`src/design/psi_pkg.sv`:
```
package psi_pkg;

    localparam logic [2:0] CMD_TICK    = 3'd0;
    localparam logic [2:0] CMD_HDR     = 3'd1;
    localparam logic [2:0] CMD_TGT     = 3'd2;
    localparam logic [2:0] CMD_MEAS    = 3'd3;
    localparam logic [2:0] CMD_RESTART = 3'd4;

    localparam int DIV_STEPS = 16;

    typedef enum logic [2:0] {
        OP_TICK,
        OP_HDR,
        OP_TGT,
        OP_MEAS,
        OP_RESTART
    } t_op;

    typedef struct packed {
        logic [2:0]         command;
        logic [23:0]        time_value;
        logic               left_contact;
        logic               right_contact;
        logic [2:0]         state_index;
        logic [2:0]         joint_index;
        logic signed [15:0] angle_a;
        logic signed [15:0] angle_b;
        logic               local_flag;
        logic [2:0]         next_state;
        logic               time_based;
        logic [2:0]         contact_code;
    } t_in_item;

    typedef struct packed {
        logic [2:0]         joint_index_res;
        logic signed [15:0] target_angle;
        logic [2:0]         current_state;
        logic               last;
    } t_out_item;

    typedef struct packed {
        t_op      op;
        t_in_item item;
    } t_job;

    typedef struct packed {
        logic [2:0]  next;
        logic        timed;
        logic [2:0]  contact;
        logic [23:0] duration;
    } t_hdr;

    // front -> back handshake
    typedef struct packed {
        logic valid;
        t_job job;
    } t_qout;

endpackage

```
`src/design/psi_front.sv`:
```
module psi_front #(
    parameter int MAX_STATES = 8,
    parameter int NUM_JOINTS = 7
) (
    input  logic               i_clk,
    input  logic               i_rst_n,
    input  logic               start,
    output logic               busy,
    input  psi_pkg::t_in_item  i_cmd,
    input  logic               i_pop,
    output psi_pkg::t_qout     o_q
);

    psi_pkg::t_job r_q [2];
    logic          r_rd;
    logic          r_wr;
    logic [1:0]    r_cnt;
    psi_pkg::t_op  op;
    logic          keep;
    logic          push;
    logic          pop;
    logic          si_ok;
    logic          ji_ok;

    assign si_ok = {2'b00, i_cmd.state_index} < 5'(MAX_STATES);
    assign ji_ok = {1'b0, i_cmd.joint_index} < 4'(NUM_JOINTS);

    // drop unknown commands and out-of-range writes here
    always_comb begin
        op   = psi_pkg::OP_TICK;
        keep = 1'b0;
        unique case (i_cmd.command)
            psi_pkg::CMD_TICK: begin
                op = psi_pkg::OP_TICK;    keep = 1'b1;
            end
            psi_pkg::CMD_HDR: begin
                op = psi_pkg::OP_HDR;     keep = si_ok;
            end
            psi_pkg::CMD_TGT: begin
                op = psi_pkg::OP_TGT;     keep = si_ok && ji_ok;
            end
            psi_pkg::CMD_MEAS: begin
                op = psi_pkg::OP_MEAS;    keep = ji_ok;
            end
            psi_pkg::CMD_RESTART: begin
                op = psi_pkg::OP_RESTART; keep = 1'b1;
            end
            default: begin
                op = psi_pkg::OP_TICK;    keep = 1'b0;
            end
        endcase
    end

    assign busy = (r_cnt == 2'd2);
    assign push = start && !busy && keep;
    assign pop  = i_pop && (r_cnt != 2'd0);

    always_ff @(posedge i_clk) begin
        if (!i_rst_n) begin
            r_rd  <= 1'b0;
            r_wr  <= 1'b0;
            r_cnt <= 2'd0;
        end else begin
            if (push) r_wr <= ~r_wr;
            if (pop)  r_rd <= ~r_rd;
            r_cnt <= r_cnt + {1'b0, push} - {1'b0, pop};
        end
    end

    always_ff @(posedge i_clk) begin
        if (push) r_q[r_wr] <= '{op: op, item: i_cmd};
    end

    assign o_q.valid = (r_cnt != 2'd0);
    assign o_q.job   = r_q[r_rd];

endmodule

```
`src/design/psi_back.sv`:
```
module psi_back #(
    parameter int MAX_STATES = 8,
    parameter int NUM_JOINTS = 7
) (
    input  logic               i_clk,
    input  logic               i_rst_n,
    input  logic [3:0]         i_state_count,
    input  psi_pkg::t_qout     i_q,
    output logic               o_pop,
    output logic               o_strobe,
    output psi_pkg::t_out_item o_res
);

    localparam int SAW = (MAX_STATES > 1) ? $clog2(MAX_STATES) : 1;
    localparam int JAW = (NUM_JOINTS > 1) ? $clog2(NUM_JOINTS) : 1;
    localparam int AW  = SAW + JAW;
    localparam int DCW = $clog2(psi_pkg::DIV_STEPS + 1);

    localparam logic [3:0] ST_IDLE = 4'd0;
    localparam logic [3:0] ST_TICK = 4'd1;
    localparam logic [3:0] ST_LRD  = 4'd2;
    localparam logic [3:0] ST_LWR  = 4'd3;
    localparam logic [3:0] ST_PRE  = 4'd4;
    localparam logic [3:0] ST_DIV  = 4'd5;
    localparam logic [3:0] ST_ERD  = 4'd6;
    localparam logic [3:0] ST_EMUL = 4'd7;
    localparam logic [3:0] ST_EOUT = 4'd8;

    logic [3:0]          r_st;
    logic [2:0]          r_state;
    logic [2:0]          r_next;
    logic [2:0]          r_rd_state;
    logic                r_restart;
    logic [31:0]         r_time;
    logic [JAW-1:0]      r_j;
    logic [24:0]         r_rem;
    logic [16:0]         r_ratio;
    logic [DCW-1:0]      r_dcnt;
    logic                r_direct;
    psi_pkg::t_in_item   r_it;

    logic signed [15:0]  r_start [NUM_JOINTS];
    logic signed [15:0]  r_ml    [NUM_JOINTS];
    logic signed [15:0]  r_mg    [NUM_JOINTS];
    psi_pkg::t_hdr       r_hdr   [MAX_STATES];
    logic [16:0]         r_mem   [2**AW];
    logic [16:0]         r_tgt_q;
    logic                r_tgt_in;

    logic signed [34:0]  r_prod;
    logic signed [15:0]  r_x1;
    logic signed [15:0]  r_x2;
    logic                r_strobe;
    psi_pkg::t_out_item  r_out;

    logic                hold;
    logic [3:0]          cur4;
    logic [3:0]          rd4;
    logic [3:0]          wr4;
    psi_pkg::t_hdr       hdr;
    logic [AW-1:0]       rd_addr;
    logic                rd_ok;
    logic [32:0]         t_sum;
    logic [31:0]         t_new;
    logic                go;
    logic [24:0]         rem2;
    logic [16:0]         tgt;
    logic signed [16:0]  diff;
    logic                j_last;
    logic signed [15:0]  res;

    assign hold   = (i_state_count <= 4'd1);
    assign cur4   = {1'b0, r_state};
    assign rd4    = {1'b0, r_rd_state};
    assign wr4    = {1'b0, i_q.job.item.state_index};
    assign hdr    = ({1'b0, cur4} < 5'(MAX_STATES)) ? r_hdr[cur4[SAW-1:0]] : '0;
    assign rd_ok  = ({1'b0, rd4} < 5'(MAX_STATES));
    assign rd_addr = {rd4[SAW-1:0], r_j};
    assign t_sum  = {1'b0, r_time} + {9'd0, r_it.time_value};
    assign t_new  = t_sum[32] ? 32'hFFFF_FFFF : t_sum[31:0];
    assign go     = hdr.timed ? (t_new > {8'd0, hdr.duration})
                              : ({1'b0, r_it.right_contact, r_it.left_contact} == hdr.contact);
    assign rem2   = {r_rem[23:0], 1'b0};
    assign tgt    = r_tgt_in ? r_tgt_q : '0;
    assign diff   = {tgt[15], tgt[15:0]} - {r_x1[15], r_x1};
    assign j_last = (r_j == JAW'(NUM_JOINTS - 1));
    // floor(prod / 65536) only needs its low 16 bits; the sum stays in range
    assign res    = r_direct ? r_x2 : (r_x1 + r_prod[31:16]);

    always_ff @(posedge i_clk) begin
        r_tgt_q  <= r_mem[rd_addr];
        r_tgt_in <= rd_ok;
        if (r_st == ST_IDLE && i_q.valid && i_q.job.op == psi_pkg::OP_TGT)
            r_mem[{wr4[SAW-1:0], i_q.job.item.joint_index[JAW-1:0]}] <=
                {i_q.job.item.local_flag, i_q.job.item.angle_a};
        if (r_st == ST_IDLE && i_q.valid && i_q.job.op == psi_pkg::OP_HDR)
            r_hdr[wr4[SAW-1:0]] <= '{next: i_q.job.item.next_state,
                                     timed: i_q.job.item.time_based,
                                     contact: i_q.job.item.contact_code,
                                     duration: i_q.job.item.time_value};
        if (r_st == ST_IDLE && i_q.valid) r_it <= i_q.job.item;
        if (r_st == ST_EMUL) begin
            r_x1   <= r_start[r_j];
            r_x2   <= tgt[15:0];
            r_prod <= $signed({1'b0, r_ratio}) * $signed({diff[16], diff});
        end else if (r_st == ST_ERD) begin
            r_x1 <= r_start[r_j];
        end
        if (r_st == ST_EOUT) begin
            r_out.joint_index_res <= 3'(r_j);
            r_out.target_angle    <= res;
            r_out.current_state   <= r_state;
            r_out.last            <= j_last;
        end
    end

    always_ff @(posedge i_clk) begin
        if (!i_rst_n) begin
            r_st       <= ST_IDLE;
            r_state    <= 3'd0;
            r_next     <= 3'd0;
            r_rd_state <= 3'd0;
            r_restart  <= 1'b0;
            r_time     <= 32'd0;
            r_j        <= '0;
            r_rem      <= '0;
            r_ratio    <= '0;
            r_dcnt     <= '0;
            r_direct   <= 1'b1;
            r_strobe   <= 1'b0;
            for (int k = 0; k < NUM_JOINTS; k++) begin
                r_start[k] <= '0;
                r_ml[k]    <= '0;
                r_mg[k]    <= '0;
            end
        end else begin
            r_strobe <= 1'b0;
            unique case (r_st)
                ST_IDLE: begin
                    if (i_q.valid) begin
                        unique case (i_q.job.op)
                            psi_pkg::OP_TICK: r_st <= ST_TICK;
                            psi_pkg::OP_MEAS: begin
                                r_ml[i_q.job.item.joint_index[JAW-1:0]] <=
                                    i_q.job.item.angle_a;
                                r_mg[i_q.job.item.joint_index[JAW-1:0]] <=
                                    i_q.job.item.angle_b;
                            end
                            psi_pkg::OP_RESTART: begin
                                r_time     <= 32'd0;
                                r_next     <= 3'd0;
                                r_rd_state <= 3'd0;
                                r_j        <= '0;
                                r_restart  <= 1'b1;
                                r_st       <= ST_LRD;
                            end
                            default: ;
                        endcase
                    end
                end
                ST_TICK: begin
                    r_j <= '0;
                    if (!hold && go) begin
                        r_time     <= 32'd0;
                        r_next     <= hdr.next;
                        r_rd_state <= hdr.next;
                        r_restart  <= 1'b0;
                        r_st       <= ST_LRD;
                    end else begin
                        r_time     <= t_new;
                        r_rd_state <= r_state;
                        r_st       <= ST_PRE;
                    end
                end
                ST_LRD: r_st <= ST_LWR;
                ST_LWR: begin
                    // restart loads the key pose, a transition the measurement
                    if (r_restart)   r_start[r_j] <= tgt[15:0];
                    else if (tgt[16]) r_start[r_j] <= r_ml[r_j];
                    else             r_start[r_j] <= r_mg[r_j];
                    if (j_last) begin
                        r_j     <= '0;
                        r_state <= r_next;
                        r_st    <= r_restart ? ST_IDLE : ST_PRE;
                    end else begin
                        r_j  <= r_j + 1'b1;
                        r_st <= ST_LRD;
                    end
                end
                ST_PRE: begin
                    r_direct <= hold || !hdr.timed || (hdr.duration == 24'd0);
                    r_ratio  <= 17'h10000;
                    r_rem    <= {1'b0, r_time[23:0]};
                    r_dcnt   <= '0;
                    if (hold || !hdr.timed || (hdr.duration == 24'd0) ||
                        r_time >= {8'd0, hdr.duration})
                        r_st <= ST_ERD;
                    else
                        r_st <= ST_DIV;
                end
                ST_DIV: begin
                    // restoring divide, one quotient bit per cycle
                    if (rem2 >= {1'b0, hdr.duration}) begin
                        r_rem   <= rem2 - {1'b0, hdr.duration};
                        r_ratio <= {r_ratio[15:0], 1'b1};
                    end else begin
                        r_rem   <= rem2;
                        r_ratio <= {r_ratio[15:0], 1'b0};
                    end
                    if (r_dcnt == DCW'(psi_pkg::DIV_STEPS - 1)) r_st <= ST_ERD;
                    r_dcnt <= r_dcnt + 1'b1;
                end
                ST_ERD:  r_st <= ST_EMUL;
                ST_EMUL: r_st <= ST_EOUT;
                ST_EOUT: begin
                    r_strobe <= 1'b1;
                    if (j_last) begin
                        r_j  <= '0;
                        r_st <= ST_IDLE;
                    end else begin
                        r_j  <= r_j + 1'b1;
                        r_st <= ST_ERD;
                    end
                end
                default: r_st <= ST_IDLE;
            endcase
        end
    end

    assign o_pop    = (r_st == ST_IDLE);
    assign o_strobe = r_strobe;
    assign o_res    = r_out;

endmodule

```
`src/design/pose_sequencer_interpolator_top.sv`:
```
// Keyframe pose sequencer with linear interpolation toward key poses.
// Command channel: an item is taken when start is high and busy is low.
//   Commands fill the header table, the per-joint key targets and the
//   measured angles, restart the sequence, or tick the controller.
// Result channel: only a tick gives results, one per joint, each shown for
//   one cycle with o_strobe; o_res.last marks the final joint. Results
//   cannot be held off by the receiver.
// Config: i_cfg_we/i_cfg_data write state_count; write only when idle.
// A two-entry queue decouples intake from execution; busy is high while
//   it is full.
// Tick processing: the back end pops a tick from the queue when idle,
//   then updates the time and checks for a transition, latches start
//   angles joint by joint when a transition occurs, runs a setup step,
//   the serial Q16 ratio divide when interpolating, and then each joint
//   on the shared multiplier path. Results come joint by joint, in order.
// Restart reloads start angles joint by joint. Reset clears state, time,
//   start and measured angles and sets state_count to one; tables are unset.
module pose_sequencer_interpolator_top #(
    parameter int MAX_STATES = 8,
    parameter int NUM_JOINTS = 7
) (
    input  logic               i_clk,
    input  logic               i_rst_n,
    input  logic               start,
    output logic               busy,
    input  psi_pkg::t_in_item  i_cmd,
    input  logic               i_cfg_we,
    input  logic [3:0]         i_cfg_data,
    output logic               o_strobe,
    output psi_pkg::t_out_item o_res
);

    logic [3:0]     r_state_count;
    psi_pkg::t_qout q;
    logic           pop;

    always_ff @(posedge i_clk) begin
        if (!i_rst_n)      r_state_count <= 4'd1;
        else if (i_cfg_we) r_state_count <= i_cfg_data;
    end

    psi_front #(.MAX_STATES(MAX_STATES), .NUM_JOINTS(NUM_JOINTS)) u_front (
        .i_clk   (i_clk),
        .i_rst_n (i_rst_n),
        .start   (start),
        .busy    (busy),
        .i_cmd   (i_cmd),
        .i_pop   (pop),
        .o_q     (q)
    );

    psi_back #(.MAX_STATES(MAX_STATES), .NUM_JOINTS(NUM_JOINTS)) u_back (
        .i_clk         (i_clk),
        .i_rst_n       (i_rst_n),
        .i_state_count (r_state_count),
        .i_q           (q),
        .o_pop         (pop),
        .o_strobe      (o_strobe),
        .o_res         (o_res)
    );

endmodule

```
`config.mk`:
```
export PLATFORM = sky130hd
export DESIGN_NAME = pose_sequencer_interpolator_top
export DESIGN_NICKNAME = d
export VERILOG_FILES = /design/src/design/psi_pkg.sv /design/src/design/psi_front.sv /design/src/design/psi_back.sv /design/src/design/pose_sequencer_interpolator_top.sv
export SDC_FILE = /design/constraint.sdc
export NUM_CORES = 2
export LEC_CHECK = 0
export ABC_AREA = 1
export BUFFER_PORTS_ARGS = -buffer_cell sky130_fd_sc_hd__buf_2
export CAP_MARGIN = 10
export CORE_UTILIZATION = 51
export DETAILED_ROUTE_END_ITERATION = 10
export PLACE_DENSITY = 0.71
export REMOVE_ABC_BUFFERS = 1
export SLEW_MARGIN = 20
export SYNTH_ARGS = -nofsm -noshare
export SYNTH_HDL_FRONTEND = slang
export SYNTH_HIERARCHICAL = 1
export SYNTH_SLANG_ARGS = --single-unit
```
`constraint.sdc`:
```
create_clock -name i_clk -period 6.45 [get_ports i_clk]
set_input_delay 1.29 -clock i_clk [delete_from_list [all_inputs] [get_ports i_clk]]
set_output_delay 1.29 -clock i_clk [all_outputs]
set_load 0.02 [all_outputs]
```
==> results.sh <==
export IMPL_drv_slew=0
export IMPL_cpMostUsedCell="fa_1"
export IMPL_max_cap_viol_count=0
export IMPL_grt_pass1_wl_um=406000
export IMPL_grt_use_total=0.281
export IMPL_worstPathMaxFanout=8
export IMPL_cp_end_kind="flip-flop"
export IMPL_fmax_ghz=0.140
export IMPL_avgSynthCellArea_sq_um=11.5
export IMPL_yosys_warnings=6
export IMPL_hold_worst_slack_ps=452
export IMPL_clk_pin_slew_ps=60
export IMPL_die_width_um=438
export IMPL_violations="design-rule violations, negative setup slack"
export IMPL_cts_tree="yes"
export IMPL_grt_pass1_vias=66135
export IMPL_final_min_clock_period_ps=7140
export IMPL_clock_sinks=2095
export IMPL_initial_core_util=0.515
export IMPL_finClkSkew_ps=33.2
export IMPL_r2r_start="u_back/r_tgt_q[1]$_DFF_P_"
export IMPL_h_tree_depth=4
export IMPL_place_hpwl_um=168000
export IMPL_worstPathArrival_ps=7740
export IMPL_slowest_delay_ps=550
export IMPL_num_io_pins=108
export IMPL_areaGrowthSynthToFinish_pct=13.4
export IMPL_placed_area_sq_um=102000
export IMPL_setup_viol=16
export IMPL_r2r_slack_ps=-690
export IMPL_numCtsBuffers=204
export IMPL_rows=159
export IMPL_p_per_area_nw_per_um2=364
export IMPL_clk_latency_ps=860
export IMPL_core_area_sq_um=188000
export IMPL_syn_area_sq_um=96900
export IMPL_slew_headroom=0.199
export IMPL_tns_ps=-7090
export IMPL_portBuffers=106
export IMPL_status="finished with violations"
export IMPL_cp_start_kind="flip-flop"
export IMPL_hold_buffers=0
export IMPL_reg2regPathDepth=31
export IMPL_worstSetupPathType="flip-flop to flip-flop"
export IMPL_final_hold_viol_count=0
export IMPL_final_nets=9229
export IMPL_critPathSlowestCell="fa_1"
export IMPL_synth_cells=8406
export IMPL_crit_buf_inv=5
export IMPL_reg2reg_to="u_back/r_prod[28]$_DFFE_PP_"
export IMPL_grt_overflow=0
export IMPL_worst_pin_slew_ps=1200
export IMPL_antenna_left=0
export IMPL_worstHoldStart="u_back/r_ml[6][2]$_SDFFE_PN0P_"
export IMPL_die_area_sq_um=192000
export IMPL_rsz0062_at_grt="true"
export IMPL_required_ps=7050
export IMPL_peakVddDrop_mv=0.247
export IMPL_final_cell_area_sq_um=110000
export IMPL_cp_num_cells=31
export IMPL_layout_setup_ws_ps=-689
export IMPL_antenna_found_initial=16
export IMPL_whs_path_depth=2
export IMPL_worstHoldPathType="flip-flop to flip-flop"
export IMPL_vias=67838
export IMPL_grt_start_max_net_pins=175
export IMPL_first_iter_violations=7669
export IMPL_drive_gt1_frac=0.145
export IMPL_place_gp_congestion=0.929
export IMPL_final_util=0.584
export IMPL_routed_wl_um=273000
export IMPL_finalCritPeriodShare=1.11
export IMPL_drc_errors=6
export IMPL_cp_startpoint="u_back/r_tgt_q[1]$_DFF_P_"
export IMPL_leakage_nw=40.1
export IMPL_clockBufferDepth=3
export IMPL_routedWlPerCell_um=24.0
export IMPL_critPathTopFamily="adder cells"
export IMPL_dr_pass1_iters=9
export IMPL_die_y_um=438
export IMPL_post_drt_via_cell_ratio=5.97
export IMPL_hold_end="u_back/r_ml[6][2]$_SDFFE_PN0P_"
export IMPL_root_buffer="clkbuf_16"
-- placed cells by master (no fill, tap or decap), drive strengths merged, types with 13 or more instances in the layout --
cell type,instances
fa,227
a32o,14
o221a,14
nand3,310
mux2,75
edfxtp,1919
xnor2,25
nor4,13
or2,31
buf,518
dfxtp,176
a21oi,364
o21ai,802
bufinv,15
a221oi,165
a211oi,25
o2111ai,75
clkinvlp,14
o22ai,76
inv,729
nor2,1212
xor2,38
a22oi,64
clkbuf,269
nand2,1112
nand4,26
ha,237
nor3,28
o211ai,86
o311ai,26
a31oi,21
clkinv,83
-- repair_timing --
action,CTS,global route
buffers inserted,24,14
gates resized for setup,152,117
endpoints found under the hold margin,0,0
cloned,4,0
pin swaps,57,72
endpoints found under the setup margin,16,16
-- how the worst max path moves through the flow --
stage                                         end  slack [ps]
2_1_floorplan  u_back/r_start[2][0]$_SDFFCE_PN0P_       -9940
3_3_place_gp          u_back/r_prod[28]$_DFFE_PP_       -1000
3_5_place_dp          u_back/r_prod[28]$_DFFE_PP_        -990
4_1_cts               u_back/r_prod[28]$_DFFE_PP_        -630
5_1_grt               u_back/r_prod[31]$_DFFE_PP_        -980
6_report              u_back/r_prod[28]$_DFFE_PP_        -690
-- through the flow --
stage               setup WS, ps  power (mW)  instances
finish                      -689        40.0      11360
global route                -976        41.5      11353
CTS                         -632        39.6      11337
detailed placement          -993        27.5      10932
global placement           -1000        27.3      10932
floorplan                  -9940        22.7       7956
-- layer usage --
layer  up-vias  GRT usage  wire (um)
met1     33304      0.367     103000
li1      30338          -          -
met5         -          0         48
met4         8      0.132      12800
met2      3579      0.462     132000
met3       609     0.0420      24900
-- area by class of cell --
cell class / count / area (sq um)
inverters: 731 / 2800
flip-flops and latches: 2095 / 61200
well taps: 2495 / 3120
fillers: 14950 / 78400
clock buffers: 269 / 5470
clock inverters: 108 / 1030
repair buffers: 518 / 4000
diodes: 12 / 30.0
repair inverters: 2 / 15.0
multi-input cells: 5130 / 32200
-- tightest hold or removal path, cell delays in order (launching register included) --
cell and delay, ps:
dfxtp_1 300, inv_1 50, a21oi_1 50
-- where the power goes --
group          internal (mW)  total, mW  switching, mW  leakage (nW)
Sequential              16.0       16.5          0.455          19.1
Clock                   6.58       11.7           5.09          3.16
Combinational           3.88       11.8           7.94          17.8
-- flip-flops by register name, indices dropped and copies added (netlist names), 2 cells and up, named ones only --
signal             flops
r_state_count          3
u_back/o_res          23
u_back/r_dcnt          5
u_back/r_hdr         248
u_back/r_it           26
u_back/r_j             3
u_back/r_mem        1088
u_back/r_mg          128
u_back/r_ml          128
u_back/r_next          3
u_back/r_prod         16
u_back/r_ratio        17
u_back/r_rd_state      3
u_back/r_rem          24
u_back/r_st            4
u_back/r_start       128
u_back/r_state         3
u_back/r_tgt_q        17
u_back/r_time         32
u_back/r_x1           16
u_back/r_x2           16
u_front/r_cnt          2
u_front/r_q          150
No activity file was read; power rests on OpenSTA's default activity.
